## config.mk

```make
export PLATFORM = sky130hd
export DESIGN_NAME = gsm_l3_network_session_fsm
export DESIGN_NICKNAME = d
export VERILOG_FILES = /design/src/hdl/gl3ns_pkg.sv /design/src/hdl/gl3ns_ram.sv /design/src/hdl/gl3ns_ctrl.sv /design/src/hdl/gl3ns_dp.sv /design/src/hdl/gsm_l3_network_session_fsm.sv
export SDC_FILE = /design/constraint.sdc
export NUM_CORES = 1
export LEC_CHECK = 0
export ABC_AREA = 0
export BUFFER_PORTS_ARGS = -buffer_cell sky130_fd_sc_hd__buf_2
export CAP_MARGIN = 0
export CORE_ASPECT_RATIO = 1.1
export CORE_MARGIN = 1.5
export CORE_UTILIZATION = 54
export DETAILED_ROUTE_END_ITERATION = 8
export GPL_TIMING_DRIVEN = 0
export PLACE_DENSITY = 0.82
export SYNTH_ARGS = -nofsm -noshare
export SYNTH_HDL_FRONTEND = slang
export SYNTH_SLANG_ARGS = --single-unit
```

## constraint.sdc

```tcl
create_clock -name clk_i -period 9 [get_ports clk_i]
set_input_delay 1.35 -clock clk_i [delete_from_list [all_inputs] [get_ports clk_i]]
set_output_delay 1.35 -clock clk_i [all_outputs]
set_load 0.05 [all_outputs]
```

## src/hdl/gl3ns_pkg.sv

```systemverilog
// Shared types and constants of the layer-3 network session sequencer.
`timescale 1ns / 1ps
`default_nettype none
package gl3ns_pkg;

  localparam int MaxMsgBytes   = 32;
  localparam int IdentityBytes = 8;
  localparam int AddrW         = $clog2(MaxMsgBytes);
  localparam int CntW          = $clog2(MaxMsgBytes + 2);
  localparam int IdW           = 8 * IdentityBytes;
  localparam int IdLenPos      = 9;
  localparam int IdOffset      = 10;
  localparam int IdMinLen      = IdOffset + IdentityBytes;

  localparam logic [3:0] PdCc  = 4'h3;
  localparam logic [3:0] PdMm  = 4'h5;
  localparam logic [3:0] PdRr  = 4'h6;
  localparam logic [3:0] PdSms = 4'h9;

  localparam logic [5:0] MtSetup      = 6'h05;
  localparam logic [5:0] MtLuReq      = 6'h08;
  localparam logic [5:0] MtCmReq      = 6'h24;
  localparam logic [5:0] MtPageResp   = 6'h27;
  localparam logic [5:0] MtCallConf   = 6'h08;
  localparam logic [5:0] MtAlerting   = 6'h01;
  localparam logic [5:0] MtConnect    = 6'h07;
  localparam logic [5:0] MtDisconnect = 6'h25;
  localparam logic [5:0] MtAssignDone = 6'h29;
  localparam logic [5:0] MtConnAck    = 6'h0f;
  localparam logic [5:0] MtRelCompl   = 6'h2a;
  localparam logic [5:0] MtCpData     = 6'h01;
  localparam logic [5:0] MtCpAck      = 6'h04;

  localparam logic [7:0] IeBearer = 8'h04;
  localparam logic [7:0] IeCalled = 8'h5e;
  localparam logic [3:0] RpHigh   = 4'h4;

  typedef enum logic [2:0] {
    ACT_EST, ACT_RCV, ACT_PAGE, ACT_CONT, ACT_ACK, ACT_BEGIN
  } act_e;

  typedef enum logic [4:0] {
    K_NONE, K_LU_ACCEPT, K_AUTH_REQ, K_AUTH_REJ, K_CHAN_REL, K_CM_ACCEPT,
    K_CALL_PROC, K_TRAFFIC, K_CALL_ALERT, K_CALL_CONN, K_CIPHER, K_MM_INFO,
    K_IN_SETUP, K_CONN_ACK, K_CALL_REL, K_SAPI3_EST, K_SMS_DATA, K_SMS_ACK,
    K_REL_COMPLETE
  } kind_e;

  typedef enum logic [4:0] {
    S_IDLE, S_PAGE_RESP, S_PAGE_CONT, S_CONT, S_CIPHER_ACK, S_CHREL_ACK,
    S_CMACC_ACK, S_AREQ_ACK, S_LUACC_ACK, S_OUT_SETUP, S_PROC_ACK, S_TRAFFIC,
    S_ALERT_ACK, S_OCONN_ACK, S_AUTH_RESP, S_AREJ_ACK, S_INSETUP_ACK, S_ACTIVE,
    S_MMINFO_ACK, S_SAPI3, S_CPDATA_ACK, S_SMS_RESP, S_CPACK_ACK, S_CONNACK_ACK,
    S_CREL_ACK, S_REL_COMPLETE, S_ASSIGN_DONE
  } sess_e;

  typedef enum logic [1:0] {SVC_NONE, SVC_CALL, SVC_SMS, SVC_SMART} svc_e;

  typedef enum logic [1:0] {IE_ID, IE_VL, IE_V0} ie_e;

  typedef enum logic [1:0] {C_IDLE, C_WALK, C_TAIL, C_EVAL} ctl_e;

  typedef enum logic {REG_AUTH_REQ, REG_PART_CNT} reg_e;

  typedef struct packed {
    logic             take;
    logic             rd_en;
    logic [AddrW-1:0] rd_addr;
    logic             eval;
  } cmd_t;

  typedef struct packed {
    logic             walk;
    logic             direct;
    logic [AddrW-1:0] last_addr;
    logic             out_free;
  } stat_t;

endpackage
`default_nettype wire

```

## src/hdl/gl3ns_ram.sv

```systemverilog
// Generic single-port-write, registered-read RAM.
`timescale 1ns / 1ps
`default_nettype none
module gl3ns_ram #(
  parameter int Width = 8,
  parameter int Depth = 32
) (
  input  wire logic                     clk_i,
  input  wire logic                     we_i,
  input  wire logic [$clog2(Depth)-1:0] waddr_i,
  input  wire logic [Width-1:0]         wdata_i,
  input  wire logic                     re_i,
  input  wire logic [$clog2(Depth)-1:0] raddr_i,
  output logic      [Width-1:0]         rdata_o
);

  logic [Width-1:0] mem_q [Depth];

  always_ff @(posedge clk_i) begin
    if (we_i) begin
      mem_q[waddr_i] <= wdata_i;
    end
    if (re_i) begin
      rdata_o <= mem_q[raddr_i];
    end
  end

endmodule
`default_nettype wire

```

## src/hdl/gl3ns_ctrl.sv

```systemverilog
// Sequencer: accepts words, walks the message buffer, triggers evaluation.
`timescale 1ns / 1ps
`default_nettype none
module gl3ns_ctrl
  import gl3ns_pkg::*;
(
  input  wire logic  clk_i,
  input  wire logic  rst_ni,
  input  wire logic  s_axis_tvalid,
  output logic       s_axis_tready,
  input  wire stat_t stat_i,
  output cmd_t       cmd_o
);

  ctl_e             state_q, state_d;
  logic [AddrW-1:0] addr_q, addr_d;
  logic [AddrW-1:0] last_q, last_d;

  always_ff @(posedge clk_i or negedge rst_ni) begin
    if (!rst_ni) begin
      state_q <= C_IDLE;
      addr_q  <= '0;
      last_q  <= '0;
    end else begin
      state_q <= state_d;
      addr_q  <= addr_d;
      last_q  <= last_d;
    end
  end

  always_comb begin
    state_d       = state_q;
    addr_d        = addr_q;
    last_d        = last_q;
    s_axis_tready = 1'b0;
    cmd_o         = '0;
    cmd_o.rd_addr = addr_q;
    case (state_q)
      C_IDLE: begin
        s_axis_tready = 1'b1;
        cmd_o.take    = s_axis_tvalid;
        if (s_axis_tvalid) begin
          if (stat_i.walk) begin
            state_d = C_WALK;
            addr_d  = '0;
            last_d  = stat_i.last_addr;
          end else if (stat_i.direct) begin
            state_d = C_EVAL;
          end
        end
      end
      C_WALK: begin
        cmd_o.rd_en = 1'b1;
        if (addr_q == last_q) begin
          state_d = C_TAIL;
        end else begin
          addr_d = addr_q + AddrW'(1);
        end
      end
      C_TAIL: begin
        state_d = C_EVAL;
      end
      C_EVAL: begin
        if (stat_i.out_free) begin
          cmd_o.eval = 1'b1;
          state_d    = C_IDLE;
        end
      end
      default: begin
        state_d = C_IDLE;
      end
    endcase
  end

endmodule
`default_nettype wire

```

## src/hdl/gl3ns_dp.sv

```systemverilog
// Datapath: message buffer, byte walk accumulators, session registers, output word.
`timescale 1ns / 1ps
`default_nettype none
module gl3ns_dp
  import gl3ns_pkg::*;
(
  input  wire logic        clk_i,
  input  wire logic        rst_ni,
  input  wire logic [15:0] s_axis_tdata,
  input  wire logic [2:0]  s_axis_tuser,
  input  wire logic        s_axis_tlast,
  output logic             m_axis_tvalid,
  input  wire logic        m_axis_tready,
  output logic      [23:0] m_axis_tdata,
  output logic      [4:0]  m_axis_tuser,
  input  wire logic        cfg_valid_i,
  input  wire logic [0:0]  cfg_addr_i,
  input  wire logic [4:0]  cfg_data_i,
  input  wire cmd_t        cmd_i,
  output stat_t            stat_o
);

  // input word fields
  act_e            in_act;
  logic            in_byte_act;
  logic [CntW-1:0] len_new;

  // buffer
  logic [7:0]       rdata;
  logic             rd_vld_q;
  logic [AddrW-1:0] idx_q;

  // item latch
  act_e            it_act_q;
  logic [1:0]      it_sapi_q;
  svc_e            it_svc_q;
  logic            it_aok_q;
  logic [CntW-1:0] len_q;

  // walk accumulators
  logic [7:0]     b0_q, b1_q, b2_q, b3_q, b4_q, b5_q, b9_q;
  logic [IdW-1:0] idc_q;
  logic [7:0]     idl_q;
  logic           cm_hit_q;
  logic [9:0]     nxt_q, nxt_d;
  ie_e            ie_q, ie_d;
  logic [7:0]     ieid_q, ieid_d;
  logic           speech_q, speech_d, called_q, called_d;
  logic [8:0]     cm_off;

  // session registers
  sess_e           sess_q, sess_d;
  logic [CntW-1:0] rx_cnt_q, rx_cnt_d;
  logic [7:0]      est_b0_q, est_b0_d, est_b1_q, est_b1_d, est_b9_q, est_b9_d;
  logic [IdW-1:0]  est_id_q, est_id_d, id_q, id_d;
  logic [CntW-1:0] est_len_q, est_len_d;
  logic            idv_q, idv_d, rel_q, rel_d, alert_q, alert_d;
  logic            asg_q, asg_d, mo_q, mo_d;
  logic [7:0]      txn_q, txn_d;
  svc_e            psvc_q, psvc_d;
  logic [3:0]      part_q, part_d;
  kind_e           pkind_q, pkind_d;
  logic [1:0]      psapi_q, psapi_d;
  logic            auth_req_q;
  logic [4:0]      spc_q;

  // result
  logic  res_acc;
  kind_e res_kind;
  logic  mvalid_q;
  logic  [23:0] mdata_q;
  kind_e mkind_q;

  // evaluation terms
  logic [3:0] pd;
  logic [5:0] mt;
  logic       len_ok, lu, pr, cm, cm_ok, setup_ok, sms_ok, more;
  logic       cc_state;

  assign in_act      = act_e'(s_axis_tuser);
  assign in_byte_act = (in_act == ACT_EST) || (in_act == ACT_RCV);
  assign len_new     = rx_cnt_q + CntW'(rx_cnt_q <= CntW'(MaxMsgBytes));

  always_comb begin
    stat_o           = '0;
    stat_o.walk      = in_byte_act && s_axis_tlast && (len_new >= CntW'(2)) &&
                       (len_new <= CntW'(MaxMsgBytes));
    stat_o.direct    = (in_byte_act && s_axis_tlast && !stat_o.walk) ||
                       (in_act == ACT_PAGE) || (in_act == ACT_CONT) ||
                       (in_act == ACT_ACK) || (in_act == ACT_BEGIN);
    stat_o.last_addr = AddrW'(len_new - CntW'(1));
    stat_o.out_free  = !mvalid_q || m_axis_tready;
  end

  gl3ns_ram #(
    .Width(8),
    .Depth(MaxMsgBytes)
  ) u_rx_buf (
    .clk_i  (clk_i),
    .we_i   (cmd_i.take && in_byte_act && (rx_cnt_q < CntW'(MaxMsgBytes))),
    .waddr_i(rx_cnt_q[AddrW-1:0]),
    .wdata_i(s_axis_tdata[7:0]),
    .re_i   (cmd_i.rd_en),
    .raddr_i(cmd_i.rd_addr),
    .rdata_o(rdata)
  );

  assign rx_cnt_d = (cmd_i.take && in_byte_act) ? (s_axis_tlast ? '0 : len_new) : rx_cnt_q;

  // setup information element walk
  assign cm_off = 9'd4 + {1'b0, b3_q};

  always_comb begin
    nxt_d    = nxt_q;
    ie_d     = ie_q;
    ieid_d   = ieid_q;
    speech_d = speech_q;
    called_d = called_q;
    if (rd_vld_q && (idx_q >= AddrW'(2))) begin
      case (ie_q)
        IE_ID: begin
          if (nxt_q == 10'(idx_q)) begin
            if (rdata[7]) begin
              nxt_d = nxt_q + 10'd1;
            end else begin
              ieid_d = rdata;
              ie_d   = IE_VL;
            end
          end
        end
        IE_VL: begin
          nxt_d = nxt_q + 10'd2 + {2'b0, rdata};
          if (ieid_q == IeCalled && rdata >= 8'd2) begin
            called_d = 1'b1;
          end
          if (ieid_q == IeBearer && rdata >= 8'd1) begin
            ie_d = IE_V0;
          end else begin
            ie_d = IE_ID;
          end
        end
        IE_V0: begin
          speech_d = (rdata[2:0] == 3'd0);
          ie_d     = IE_ID;
        end
        default: begin
          ie_d = IE_ID;
        end
      endcase
    end
  end

  always_ff @(posedge clk_i) begin
    rd_vld_q <= cmd_i.rd_en;
    idx_q    <= cmd_i.rd_addr;
    if (cmd_i.take) begin
      it_act_q  <= in_act;
      it_sapi_q <= s_axis_tdata[9:8];
      it_svc_q  <= svc_e'(s_axis_tdata[11:10]);
      it_aok_q  <= s_axis_tdata[12];
      len_q     <= len_new;
      nxt_q     <= 10'd2;
      ie_q      <= IE_ID;
      ieid_q    <= '0;
      speech_q  <= 1'b0;
      called_q  <= 1'b0;
      cm_hit_q  <= 1'b0;
    end else begin
      nxt_q    <= nxt_d;
      ie_q     <= ie_d;
      ieid_q   <= ieid_d;
      speech_q <= speech_d;
      called_q <= called_d;
      if (rd_vld_q) begin
        case (idx_q)
          AddrW'(0): b0_q <= rdata;
          AddrW'(1): b1_q <= rdata;
          AddrW'(2): b2_q <= rdata;
          AddrW'(3): b3_q <= rdata;
          AddrW'(4): b4_q <= rdata;
          AddrW'(5): b5_q <= rdata;
          AddrW'(IdLenPos): b9_q <= rdata;
          default: ;
        endcase
        for (int k = 0; k < IdentityBytes; k++) begin
          if (idx_q == AddrW'(IdOffset + k)) begin
            idc_q[8*k +: 8] <= rdata;
          end
        end
        if (cm_off == 9'(idx_q)) begin
          idl_q    <= rdata;
          cm_hit_q <= 1'b1;
        end
      end
    end
  end

  // message checks
  assign pd       = b0_q[3:0];
  assign mt       = b1_q[5:0];
  assign len_ok   = (len_q >= CntW'(2)) && (len_q <= CntW'(MaxMsgBytes));
  assign lu       = (sess_q == S_IDLE) && (pd == PdMm) && (mt == MtLuReq);
  assign pr       = (sess_q == S_PAGE_RESP) && (pd == PdRr) && (mt == MtPageResp);
  assign cm       = (sess_q == S_IDLE) && (pd == PdMm) && (mt == MtCmReq) &&
                    (len_q >= CntW'(6)) && (b2_q[3:0] == 4'h1);
  assign cm_ok    = cm_hit_q && (idl_q != 8'd0) && (idl_q <= 8'(IdentityBytes)) &&
                    ({1'b0, cm_off} + 10'd1 + {2'b0, idl_q} <= 10'(len_q));
  assign setup_ok = (ie_q == IE_ID) && (nxt_q <= 10'(len_q)) && speech_q && called_q &&
                    !b0_q[7];
  assign sms_ok   = (mt == MtCpData) && (len_q >= CntW'(6)) && (b2_q == 8'h01) &&
                    (b3_q == 8'h02) && (b4_q == 8'h02) && (b5_q == {RpHigh, part_q});
  assign more     = (psvc_q == SVC_SMART) && (part_q < 4'd15) &&
                    ({1'b0, part_q} + 5'd1 < spc_q);
  assign cc_state = (sess_q == S_ACTIVE) || (sess_q == S_TRAFFIC) ||
                    (sess_q == S_ASSIGN_DONE) || (sess_q == S_INSETUP_ACK);

  always_comb begin
    sess_d    = sess_q;
    est_b0_d  = est_b0_q;
    est_b1_d  = est_b1_q;
    est_b9_d  = est_b9_q;
    est_id_d  = est_id_q;
    est_len_d = est_len_q;
    id_d      = id_q;
    idv_d     = idv_q;
    rel_d     = rel_q;
    alert_d   = alert_q;
    asg_d     = asg_q;
    mo_d      = mo_q;
    txn_d     = txn_q;
    psvc_d    = psvc_q;
    part_d    = part_q;
    pkind_d   = pkind_q;
    psapi_d   = psapi_q;
    res_acc   = 1'b1;
    res_kind  = K_NONE;
    case (it_act_q)
      ACT_EST: begin
        if (len_ok && (lu || pr || (cm && cm_ok))) begin
          est_b0_d  = b0_q;
          est_b1_d  = b1_q;
          est_b9_d  = b9_q;
          est_id_d  = idc_q;
          est_len_d = len_q;
          pkind_d   = K_NONE;
          psapi_d   = 2'd0;
          rel_d     = lu;
          mo_d      = cm;
          txn_d     = 8'd0;
          asg_d     = 1'b0;
          sess_d    = pr ? S_PAGE_CONT : S_CONT;
        end else begin
          res_acc = 1'b0;
        end
      end
      ACT_PAGE: begin
        if (sess_q == S_PAGE_RESP) begin
          res_acc = 1'b1;
        end else if (sess_q != S_IDLE || !idv_q) begin
          res_acc = 1'b0;
        end else begin
          psvc_d = it_svc_q;
          asg_d  = 1'b0;
          if (it_svc_q != SVC_SMART) begin
            part_d = 4'd0;
          end
          sess_d = S_PAGE_RESP;
        end
      end
      ACT_CONT: begin
        if (sess_q == S_PAGE_CONT) begin
          psapi_d = 2'd0;
          if (psvc_q != SVC_NONE) begin
            sess_d   = S_CIPHER_ACK;
            res_kind = K_CIPHER;
          end else begin
            sess_d   = S_CHREL_ACK;
            res_kind = K_CHAN_REL;
          end
          pkind_d = res_kind;
        end else if (sess_q == S_CONT) begin
          psapi_d = 2'd0;
          if (est_b0_q[3:0] == PdMm && est_b1_q[5:0] == MtCmReq) begin
            sess_d   = S_CMACC_ACK;
            res_kind = K_CM_ACCEPT;
          end else if (auth_req_q) begin
            sess_d   = S_AREQ_ACK;
            res_kind = K_AUTH_REQ;
          end else begin
            sess_d   = S_LUACC_ACK;
            res_kind = K_LU_ACCEPT;
          end
          pkind_d = res_kind;
        end
      end
      ACT_ACK: begin
        if (sess_q == S_CMACC_ACK && pkind_q == K_CM_ACCEPT) begin
          pkind_d = K_NONE;
          psapi_d = 2'd0;
          sess_d  = S_OUT_SETUP;
        end else if (sess_q == S_PROC_ACK && pkind_q == K_CALL_PROC) begin
          asg_d    = 1'b1;
          sess_d   = S_TRAFFIC;
          res_kind = K_TRAFFIC;
          pkind_d  = K_TRAFFIC;
          psapi_d  = 2'd0;
        end else if (sess_q == S_ALERT_ACK && pkind_q == K_CALL_ALERT) begin
          sess_d   = S_OCONN_ACK;
          res_kind = K_CALL_CONN;
          pkind_d  = K_CALL_CONN;
          psapi_d  = 2'd0;
        end else if ((sess_q == S_OCONN_ACK && pkind_q == K_CALL_CONN) ||
                     (sess_q == S_TRAFFIC && pkind_q == K_TRAFFIC)) begin
          pkind_d = K_NONE;
          psapi_d = 2'd0;
        end else if (sess_q == S_AREQ_ACK && pkind_q == K_AUTH_REQ) begin
          pkind_d = K_NONE;
          psapi_d = 2'd0;
          sess_d  = S_AUTH_RESP;
        end else if (sess_q == S_AREJ_ACK && pkind_q == K_AUTH_REJ) begin
          rel_d    = 1'b0;
          sess_d   = S_CHREL_ACK;
          res_kind = K_CHAN_REL;
          pkind_d  = K_CHAN_REL;
          psapi_d  = 2'd0;
        end else if ((sess_q == S_LUACC_ACK && pkind_q == K_LU_ACCEPT) ||
                     (sess_q == S_CPACK_ACK && pkind_q == K_SMS_ACK) ||
                     (sess_q == S_CREL_ACK && pkind_q == K_CALL_REL)) begin
          sess_d   = S_CHREL_ACK;
          res_kind = K_CHAN_REL;
          pkind_d  = K_CHAN_REL;
          psapi_d  = 2'd0;
        end else if (sess_q == S_INSETUP_ACK && pkind_q == K_IN_SETUP) begin
          pkind_d = K_NONE;
          psapi_d = 2'd0;
          sess_d  = S_ACTIVE;
        end else if (sess_q == S_CIPHER_ACK && pkind_q == K_CIPHER) begin
          sess_d   = S_MMINFO_ACK;
          res_kind = K_MM_INFO;
          pkind_d  = K_MM_INFO;
          psapi_d  = 2'd0;
        end else if (sess_q == S_MMINFO_ACK && pkind_q == K_MM_INFO) begin
          if (psvc_q == SVC_CALL) begin
            sess_d   = S_INSETUP_ACK;
            res_kind = K_IN_SETUP;
            pkind_d  = K_IN_SETUP;
            psapi_d  = 2'd0;
          end else if (psvc_q == SVC_SMS || psvc_q == SVC_SMART) begin
            sess_d   = S_SAPI3;
            res_kind = K_SAPI3_EST;
            pkind_d  = K_SAPI3_EST;
            psapi_d  = 2'd3;
          end
        end else if (sess_q == S_SAPI3 && pkind_q == K_SAPI3_EST) begin
          sess_d   = S_CPDATA_ACK;
          res_kind = K_SMS_DATA;
          pkind_d  = K_SMS_DATA;
          psapi_d  = 2'd3;
        end else if (sess_q == S_CPDATA_ACK && pkind_q == K_SMS_DATA) begin
          pkind_d = K_NONE;
          psapi_d = 2'd0;
          sess_d  = S_SMS_RESP;
        end else if (sess_q == S_CONNACK_ACK && pkind_q == K_CONN_ACK) begin
          pkind_d = K_NONE;
          psapi_d = 2'd0;
          sess_d  = S_ACTIVE;
        end else if (sess_q == S_CHREL_ACK && pkind_q == K_CHAN_REL) begin
          if (rel_q && est_len_q >= CntW'(IdMinLen) && est_b9_q == 8'(IdentityBytes)) begin
            id_d  = est_id_q;
            idv_d = 1'b1;
          end
          pkind_d = K_NONE;
          psapi_d = 2'd0;
          if (more) begin
            part_d = part_q + 4'd1;
          end
          if (psvc_q == SVC_CALL) begin
            sess_d = S_REL_COMPLETE;
          end else begin
            est_b0_d  = '0;
            est_b1_d  = '0;
            est_b9_d  = '0;
            est_id_d  = '0;
            est_len_d = '0;
            rel_d     = 1'b0;
            if (!more) begin
              psvc_d = SVC_NONE;
              part_d = 4'd0;
            end
            sess_d   = S_IDLE;
            res_kind = K_REL_COMPLETE;
          end
        end
      end
      ACT_RCV: begin
        if (len_ok) begin
          if (it_sapi_q == 2'd0 && sess_q == S_OUT_SETUP && pd == PdCc && mt == MtSetup) begin
            if (setup_ok) begin
              txn_d    = b0_q;
              sess_d   = S_PROC_ACK;
              res_kind = K_CALL_PROC;
              pkind_d  = K_CALL_PROC;
              psapi_d  = 2'd0;
            end
          end else if (it_sapi_q == 2'd0 && sess_q == S_AUTH_RESP) begin
            psapi_d = 2'd0;
            if (it_aok_q) begin
              sess_d   = S_LUACC_ACK;
              res_kind = K_LU_ACCEPT;
            end else begin
              sess_d   = S_AREJ_ACK;
              res_kind = K_AUTH_REJ;
            end
            pkind_d = res_kind;
          end else if (it_sapi_q == 2'd0 && pd == PdCc && cc_state &&
                       (mt == MtCallConf || mt == MtAlerting || mt == MtConnect ||
                        mt == MtDisconnect)) begin
            if (mt == MtCallConf) begin
              if (sess_q == S_ACTIVE && !asg_q) begin
                asg_d    = 1'b1;
                sess_d   = S_TRAFFIC;
                res_kind = K_TRAFFIC;
                pkind_d  = K_TRAFFIC;
                psapi_d  = 2'd0;
              end
            end else if (mt == MtAlerting) begin
              alert_d = 1'b1;
            end else if (mt == MtConnect) begin
              alert_d  = 1'b0;
              sess_d   = S_CONNACK_ACK;
              res_kind = K_CONN_ACK;
              pkind_d  = K_CONN_ACK;
              psapi_d  = 2'd0;
            end else begin
              alert_d  = 1'b0;
              sess_d   = S_CREL_ACK;
              res_kind = K_CALL_REL;
              pkind_d  = K_CALL_REL;
              psapi_d  = 2'd0;
            end
          end else if (it_sapi_q == 2'd0 && sess_q == S_ASSIGN_DONE && pd == PdRr &&
                       mt == MtAssignDone) begin
            if (mo_q) begin
              alert_d  = 1'b1;
              sess_d   = S_ALERT_ACK;
              res_kind = K_CALL_ALERT;
              pkind_d  = K_CALL_ALERT;
              psapi_d  = 2'd0;
            end else begin
              sess_d = S_ACTIVE;
            end
          end else if (it_sapi_q == 2'd0 && sess_q == S_OCONN_ACK && pd == PdCc &&
                       mt == MtConnAck) begin
            pkind_d = K_NONE;
            psapi_d = 2'd0;
            alert_d = 1'b0;
            sess_d  = S_ACTIVE;
          end else if (sess_q == S_REL_COMPLETE && pd == PdCc && mt == MtRelCompl) begin
            est_b0_d  = '0;
            est_b1_d  = '0;
            est_b9_d  = '0;
            est_id_d  = '0;
            est_len_d = '0;
            rel_d     = 1'b0;
            alert_d   = 1'b0;
            asg_d     = 1'b0;
            mo_d      = 1'b0;
            txn_d     = 8'd0;
            psvc_d    = SVC_NONE;
            sess_d    = S_IDLE;
            res_kind  = K_REL_COMPLETE;
          end else if (it_sapi_q == 2'd3 && sess_q == S_SMS_RESP && pd == PdSms &&
                       mt != MtCpAck && sms_ok) begin
            sess_d   = S_CPACK_ACK;
            res_kind = K_SMS_ACK;
            pkind_d  = K_SMS_ACK;
            psapi_d  = 2'd3;
          end
        end
      end
      ACT_BEGIN: begin
        if (sess_q == S_TRAFFIC) begin
          pkind_d = K_NONE;
          psapi_d = 2'd0;
          sess_d  = S_ASSIGN_DONE;
        end else begin
          res_acc = 1'b0;
        end
      end
      default: ;
    endcase
  end

  always_ff @(posedge clk_i or negedge rst_ni) begin
    if (!rst_ni) begin
      rx_cnt_q   <= '0;
      sess_q     <= S_IDLE;
      est_b0_q   <= '0;
      est_b1_q   <= '0;
      est_b9_q   <= '0;
      est_id_q   <= '0;
      est_len_q  <= '0;
      id_q       <= '0;
      idv_q      <= 1'b0;
      rel_q      <= 1'b0;
      alert_q    <= 1'b0;
      asg_q      <= 1'b0;
      mo_q       <= 1'b0;
      txn_q      <= '0;
      psvc_q     <= SVC_NONE;
      part_q     <= '0;
      pkind_q    <= K_NONE;
      psapi_q    <= '0;
      auth_req_q <= 1'b0;
      spc_q      <= 5'd1;
      mvalid_q   <= 1'b0;
    end else begin
      rx_cnt_q <= rx_cnt_d;
      if (cmd_i.eval) begin
        sess_q    <= sess_d;
        est_b0_q  <= est_b0_d;
        est_b1_q  <= est_b1_d;
        est_b9_q  <= est_b9_d;
        est_id_q  <= est_id_d;
        est_len_q <= est_len_d;
        id_q      <= id_d;
        idv_q     <= idv_d;
        rel_q     <= rel_d;
        alert_q   <= alert_d;
        asg_q     <= asg_d;
        mo_q      <= mo_d;
        txn_q     <= txn_d;
        psvc_q    <= psvc_d;
        part_q    <= part_d;
        pkind_q   <= pkind_d;
        psapi_q   <= psapi_d;
      end
      if (cfg_valid_i) begin
        if (reg_e'(cfg_addr_i) == REG_AUTH_REQ) begin
          auth_req_q <= cfg_data_i[0];
        end else begin
          spc_q <= cfg_data_i;
        end
      end
      if (cmd_i.eval) begin
        mvalid_q <= 1'b1;
      end else if (m_axis_tready) begin
        mvalid_q <= 1'b0;
      end
    end
  end

  always_ff @(posedge clk_i) begin
    if (cmd_i.eval) begin
      mkind_q <= res_kind;
      mdata_q <= {2'b0, part_d, txn_d, idv_d, sess_d, alert_d,
                  ((res_kind != K_NONE && res_kind != K_REL_COMPLETE) ? psapi_d : 2'd0),
                  res_acc};
    end
  end

  assign m_axis_tvalid = mvalid_q;
  assign m_axis_tdata  = mdata_q;
  assign m_axis_tuser  = mkind_q;

endmodule
`default_nettype wire

```

## src/hdl/gsm_l3_network_session_fsm.sv

```systemverilog
// Top level of the network-side GSM layer-3 session sequencer.
`timescale 1ns / 1ps
`default_nettype none
// Takes uplink message bytes and session events one word at a time and returns one
// result word per event and per message-closing byte (tlast). A byte without tlast is
// taken and gives no result. A closing byte that ends a message of 2 to 32 bytes has
// the message buffer (one RAM, one read port) walked one byte per cycle for the message
// and information element checks; an event or any other closing byte goes straight to
// evaluation. A finished result sits in an output register; the next word is taken
// while it waits, and evaluation stalls only if a new result is due before the previous
// one is taken. Configuration writes are always ready and are meant for idle periods.
module gsm_l3_network_session_fsm
  import gl3ns_pkg::*;
(
  input  wire logic        clk_i,
  input  wire logic        rst_ni,
  input  wire logic        s_axis_tvalid,
  output logic             s_axis_tready,
  // data_byte[7:0], link_sapi[9:8], page_service[11:10], auth_ok[12], zero[15:13]
  input  wire logic [15:0] s_axis_tdata,
  // action[2:0]
  input  wire logic [2:0]  s_axis_tuser,
  input  wire logic        s_axis_tlast,
  output logic             m_axis_tvalid,
  input  wire logic        m_axis_tready,
  // accepted[0], send_sapi[2:1], alerting[3], session_code[8:4], registered[9],
  // transaction_byte[17:10], smart_part[21:18], zero[23:22]
  output logic      [23:0] m_axis_tdata,
  // send_kind[4:0]
  output logic      [4:0]  m_axis_tuser,
  input  wire logic        cfg_valid_i,
  output logic             cfg_ready_o,
  input  wire logic [0:0]  cfg_addr_i,
  input  wire logic [4:0]  cfg_data_i
);

  cmd_t  cmd;
  stat_t stat;

  assign cfg_ready_o = 1'b1;

  gl3ns_ctrl u_ctrl (
    .clk_i        (clk_i),
    .rst_ni       (rst_ni),
    .s_axis_tvalid(s_axis_tvalid),
    .s_axis_tready(s_axis_tready),
    .stat_i       (stat),
    .cmd_o        (cmd)
  );

  gl3ns_dp u_dp (
    .clk_i        (clk_i),
    .rst_ni       (rst_ni),
    .s_axis_tdata (s_axis_tdata),
    .s_axis_tuser (s_axis_tuser),
    .s_axis_tlast (s_axis_tlast),
    .m_axis_tvalid(m_axis_tvalid),
    .m_axis_tready(m_axis_tready),
    .m_axis_tdata (m_axis_tdata),
    .m_axis_tuser (m_axis_tuser),
    .cfg_valid_i  (cfg_valid_i),
    .cfg_addr_i   (cfg_addr_i),
    .cfg_data_i   (cfg_data_i),
    .cmd_i        (cmd),
    .stat_o       (stat)
  );

endmodule
`default_nettype wire

```

# Word-level counts from Yosys, hierarchy flattened
# Memories as Yosys holds them, arrays and structs flattened. A register that Yosys moved wholly into a read port is not among the register bits.
# Cells that the tools add are included.
dict set report word_totals {
  register_bits 211
  ram_bits 256
  in_bits 31
  out_inout_bits 32
  elab_cells 733
  mem_count 1
}
# name depth word_bits read_ports rd_clocked_by_memory_dff write_ports line
set mem_list {}
lappend mem_list {u_dp.u_rx_buf.mem_q 32 8 1 1 1 gl3ns_ram.sv:17} ;# logic [Width-1:0] mem_q [Depth];
dict set report op_classes {
  add_sub_neg 11
  magnitude_cmp 16
  n_eq_ne 158
  muxes 355
  bitwise_logic 3
  reduce_logical 143
}
# op count
set ops {}
lappend ops {{$mux W5} 102}
lappend ops {{$mux W8} 32}
lappend ops {{$mux W6} 25}
lappend ops {{$mux W2} 69}
lappend ops {{$mux W4} 26}
lappend ops {{$eq A5 B4 Y1 const B} 17}
lappend ops {{$mux W1} 77}
lappend ops {{$logic_and A1 B1 Y1} 74}
lappend ops {{$eq A5 B5 Y1 const B} 13}
lappend ops {{$ne A2 B2 Y1 const B} 29}
lappend ops {{$eq A5 B3 Y1 const B} 10}
lappend ops {{$eq A6 B6 Y1 const B} 6}
lappend ops {{$ne A3 B2 Y1 const B} 12}
lappend ops {{$pmux W6 S3} 2}
lappend ops {{$reduce_and A3 Y1} 11}
lappend ops {{$eq A5 B2 Y1 const B} 6}
lappend ops {{$pmux W5 S6} 1}
lappend ops {{$reduce_and A27 Y1} 1}
lappend ops {{$pmux W5 S5} 1}
lappend ops {{$reduce_and A25 Y1} 1}
lappend ops {{$pmux W8 S3} 1}
lappend ops {{$reduce_and A24 Y1} 1}
lappend ops {{$add A10 B8 Y10} 2}
lappend ops {{$le A10 B6 Y1} 2}
lappend ops {{other kinds (85)} 165}

# Logic depth before layout (Yosys ltp)
dict set report depth {
  ltp_word 21
  ltp_mapped 18
  mapped_depth_nobuf 16
}

# Modules after synthesis
# Synthesis repeated with hierarchy kept, for this count alone.
dict set report hier_totals {
  cells_unflattened 1676
  area_unflattened_um2 22502.8
}
# mod instances cells_per_inst area_per_inst_um2 seq_area_each_um2
set by_module_without_submodules {}
lappend by_module_without_submodules {gl3ns_dp 1 1177 11569.8 5306.3}
lappend by_module_without_submodules {gl3ns_ram 1 417 10133.5 7927.6}
lappend by_module_without_submodules {gl3ns_ctrl 1 80 788.3 300.3}
lappend by_module_without_submodules {gsm_l3_network_session_fsm 1 2 11.3 0.0}

# Worst setup path before layout
# Ideal clock, no wire load.
dict set report synth_timing {
  path_type {register to register}
  from {register u_dp.b3_q[2]}
  to {register u_dp.est_b0_q[0]}
  arrival_time_ns 3.974
  required_ns 8.875
  slack_ns 4.901
  stages_incl_launch_ff 17
  synth_period_minus_slack_ns 4.099
  cell_sequence {edfxtp_1 -> ha_1 -> xor2_1 -> ha_1 -> nand2_1 -> a211oi_1 -> nor2_1 -> xnor2_1 -> ha_1 -> a21boi_0 -> o32a_1 -> a21oi_1 -> and4b_1 -> o21ai_1 -> nor4_4 -> buf_2 -> mux2_2}
}
dict set report synth_via {
  elab_chain_cells 10
}
# item line
set synth_lines {}
lappend synth_lines {{start: declaration} gl3ns_dp.sv:41} ;# logic [7:0] b0_q, b1_q, b2_q, b3_q, b4_q, b5_q, b9_q;
lappend synth_lines {{start signal: assignment} gl3ns_dp.sv:179} ;# AddrW'(3): b3_q <= rdata;
lappend synth_lines {{$add A3 B8 Y9} gl3ns_dp.sv:111} ;# assign cm_off = 9'd4 + {1'b0, b3_q};
lappend synth_lines {{$add A9 B1 Y10} gl3ns_dp.sv:207} ;# ({1'b0, cm_off} + 10'd1 + {2'b0, idl_q} <= 10'(len_q));
lappend synth_lines {{$add A10 B8 Y10} gl3ns_dp.sv:207}
lappend synth_lines {{$le A10 B6 Y1} gl3ns_dp.sv:207}
lappend synth_lines {{$logic_and A1 B1 Y1} gl3ns_dp.sv:206} ;# assign cm_ok = cm_hit_q && (idl_q != 8'd0) && (idl_q <= 8'(IdentityBytes)) &&
lappend synth_lines {{$logic_and A1 B1 Y1} gl3ns_dp.sv:239} ;# if (len_ok && (lu || pr || (cm && cm_ok))) begin
lappend synth_lines {{$logic_or A1 B1 Y1} gl3ns_dp.sv:239}
lappend synth_lines {{$logic_and A1 B1 Y1} gl3ns_dp.sv:239}
lappend synth_lines {{$ne A2 B1 Y1 (no source line)} n/a}
lappend synth_lines {{$reduce_and A25 Y1 (no source line)} n/a}
lappend synth_lines {{end signal: assignment} gl3ns_dp.sv:521} ;# est_b0_q <= est_b0_d;
lappend synth_lines {{end: declaration} gl3ns_dp.sv:54} ;# logic [7:0] est_b0_q, est_b0_d, est_b1_q, est_b1_d, est_b9_q, est_b9_d;
# Every way passes these cells.
# A chain may end at the register's enable or synchronous reset.

# Final worst setup path
dict set report layout_timing {
  from {register u_dp.b3_q[2]}
  to {register u_dp.mdata_q[2] (netlist: u_dp.m_axis_tdata[2]), data pin}
}
dict set report layout_via {
  elab_chain_cells 16
  elab_cells_between_ends 35
}
# item line
set layout_lines {}
lappend layout_lines {{parallel branches: the longest is 16 deep, another holds $add A9 B1 Y10} n/a}
lappend layout_lines {{end signal: assignment} gl3ns_dp.sv:556} ;# mdata_q <= {2'b0, part_d, txn_d, idv_d, sess_d, alert_d,
lappend layout_lines {{end: declaration} gl3ns_dp.sv:71} ;# logic [23:0] mdata_q;
# Parallel ways; which one is timed is not known.

==> impl_metrics.toml <==
[outcome]
status = "finished, final reports clean"

[final_layout]
final_nets = 1843
regMostFlops = "u_dp.u_rx_buf.mem_q"
regArea_um2 = 13500
antennaDiodeCount = 0
multiInputGateArea_um2 = 8410
final_area_um2 = 25000
largest_register_ffs = 256
nFillCells = 2956
layout-drive-gt1-share_pct = 17.2
area_delta_synth_final_pct = 11.5

[power_and_ir_drop]
power.share.sequential_pct = 42.2
pwr-share-comb_pct = 28.2
power.density_nw_per_um2 = 270
total_power_mw = 6.75
p_leak_nw = 8.88
ir_drop_v = 0.000333
swShare_pct = 32.8
internal_power_mw = 4.53
clkPwrFrac_pct = 29.5
p_sw_mw = 2.22

[yosys]
yosys-top-cells-count = "367 x edfxtp_1, 132 x nor2_1, 91 x nand2_1"
synth_edf_count = 367
avgSynthCellArea_um2 = 13.6
synthDistinctLibCells = 93
syn_inst = 1651
synth_seq_cells = 473
async_flop_share_pct = 16.5
synth.area.top_cells = "edfxtp_1 49%, dfrtp_1 8.6%, mux4_2 8.0%"
yosys.area.top_type_share_pct = 49.1
syn-cell-area_um2 = 22400
ys_seq_area_share_pct = 60.3
yosys.area.top_type = "edfxtp_1"
synth-warning-count = 0
synthMostInstantiatedCell = "edfxtp_1"
synthFlopType = "edfxtp_1"

[global_routing]
antenna_found_initial = 1
track_usage_pct = 29.6
grt_max_degree = 52
grt_pass1_vias = 15700
overflow = 0
grt_first_pass_wirelength_um = 94500

[floorplanning]
rows = 78
coreArea_um2 = 41100
die_area_um2 = 42800
initial_core_util_pct = 54.6
ios = 63
die_h_um = 217
die_w_um = 197

[timing]
hold_viol = 0
tns_ns = 0
rsz0062_at_grt = "no"
layout_setup_ws_ns = 3.99
holdWs_ns = 0.422
max_freq_mhz = 200
relSlewSlack_pct = 12.7
skew_ns = 0.0349
tightest_slew_ns = 1.30
setup_viol = 0
post-route-period-util_pct = 55.6
slew_violations = 0
finalCriticalPeriod_ns = 5.01

[placed_design]
routabilityCongestion = 1.02
hpwl_um = 42000
portBuffers = 56
dpl_worst_slack_ns = 4.05
placed_cell_area_um2 = 23500

[clock_tree]
cts_tree = "yes"
postCtsSetupRepairBufs = 0
ctsHoldBuffers = 0
clockBufferDepth = 3
cts_inserted_buffers = 46
root_buffer = "clkbuf_16"
cts_resized = 0
cts_sinks = 473
clk-insertion-delay-late_ns = 0.59
cts_htree_levels = 2
clkTransAtPathRegs_ns = 0.06

[routing]
routed_wl_um = 62000
drt-vias-per-instance = 6.53
drtIter0Drc = 1661
avgRoutedWirePerCell_um = 26.3
routed-via-count = 15400
first_pass_iters = 8
drcViolationCount = 0
ant_nets = 0

[critical_path]
critPathArrivalTime_ns = 5.43
startpoint_type = "register"
worstPathRequired_ns = 9.43
worstSetupPathType = "reg2reg"
cp-end-kind = "register"
cp_max_fo = 10

[run]
maxCapViolCount = 0

[hold_path]
hp-class = "reg2reg"
-- placed cells by master, fill, tap and decap left out, types with 28 or more instances in the layout --
| cell | instances |
|---|---|
| a21oi_1 | 70 |
| and3_1 | 30 |
| buf_2 | 61 |
| clkbuf_1 | 62 |
| clkbuf_16 | 47 |
| dfrtp_1 | 77 |
| dfxtp_1 | 28 |
| edfxtp_1 | 367 |
| ha_1 | 52 |
| inv_1 | 50 |
| mux2_2 | 44 |
| mux4_2 | 80 |
| nand2_1 | 91 |
| nand2b_1 | 28 |
| nand3_1 | 38 |
| nor2_1 | 132 |
| nor3_1 | 38 |
| o21ai_0 | 51 |
| xnor2_1 | 28 |
-- critical path, cell delays in order, from the launching register on --
cell	delay [ns]
edfxtp_1	0.46
ha_1	0.26
xor2_1	0.19
ha_1	0.40
nand2_1	0.10
a211oi_1	0.48
nor2_1	0.10
xnor2_1	0.15
ha_1	0.29
nand4_1	0.12
a21oi_1	0.14
o32a_1	0.17
a21oi_1	0.04
and4b_1	0.25
o21ai_1	0.48
clkbuf_1	0.51
clkbuf_1	0.37
o21ai_0	0.18
a22oi_1	0.18
-- cell families after synthesis --
kind of cell               share of synthesized area, %
and+or+nand+nor                                    13.5
DFF                                                60.3
AOI/OAI and AO/OA                                  7.89
muxes                                              11.2
buffers and inverters                              2.27
adders and majority gates                          3.08
xor gates and xnor gates                           1.72
other                                            0.0335
-- layer usage --
metal	wire length, um	global-route usage (%)	vias to the layer above
met3	4410	4.85	238
met1	22100	35.0	7656
met4	3850	17.6	2
met5	13	0	-
met2	31700	51.1	852
li1	-	-	6614
-- final timing paths --
| check | start | to | slack, ns | cells past startpoint |
|---|---|---|---|---|
| setup / recovery | u_dp.b3_q[2] | u_dp.m_axis_tdata[2] | 3.99 | 18 |
| hold / removal | u_ctrl.addr_q[0] | u_dp.idx_q[0] | 0.42 | 0 |
| setup reg to reg | u_dp.b3_q[2] | u_dp.m_axis_tdata[2] | 3.99 | 18 |
| hold reg to reg | u_ctrl.addr_q[0] | u_dp.idx_q[0] | 0.42 | 0 |
| max in group asynchronous | rst_ni | u_dp.spc_q[0] | 7.63 | 2 |
| min in group asynchronous | rst_ni | u_dp.pkind_q[3] | 0.70 | 1 |
-- per-stage QoR --
| step | instances | utilization (%) |
|---|---|---|
| after floorplan | 1652 | - |
| after global placement | 2268 | 57.0 |
| after detailed placement | 2270 | 57.1 |
| after CTS | 2354 | 60.9 |
| after global routing | 2354 | 60.9 |
| final | 2354 | 60.9 |
-- power groups by stage --
stage                     Combinational (mW)  Clock, mW  Sequential (mW)
after floorplan                         1.19          0             2.95
after global placement                  1.79          0             2.88
after detailed placement                1.86          0             2.89
after CTS                               1.89       2.00             2.84
after global routing                    2.02       2.08             2.87
final                                   1.90       1.99             2.85
-- layout make-up --
cell class | instances | area share [%]
clock inverters | 31 | 1.31
well taps | 560 | 2.80
inverters | 50 | 0.750
multi-input cells | 1051 | 33.6
repair buffers | 58 | 1.30
clock buffers | 53 | 4.87
flip-flops and latches | 473 | 54.1
plain buffers | 78 | 1.29
Note: power is estimated with default switching activity, not from simulation.
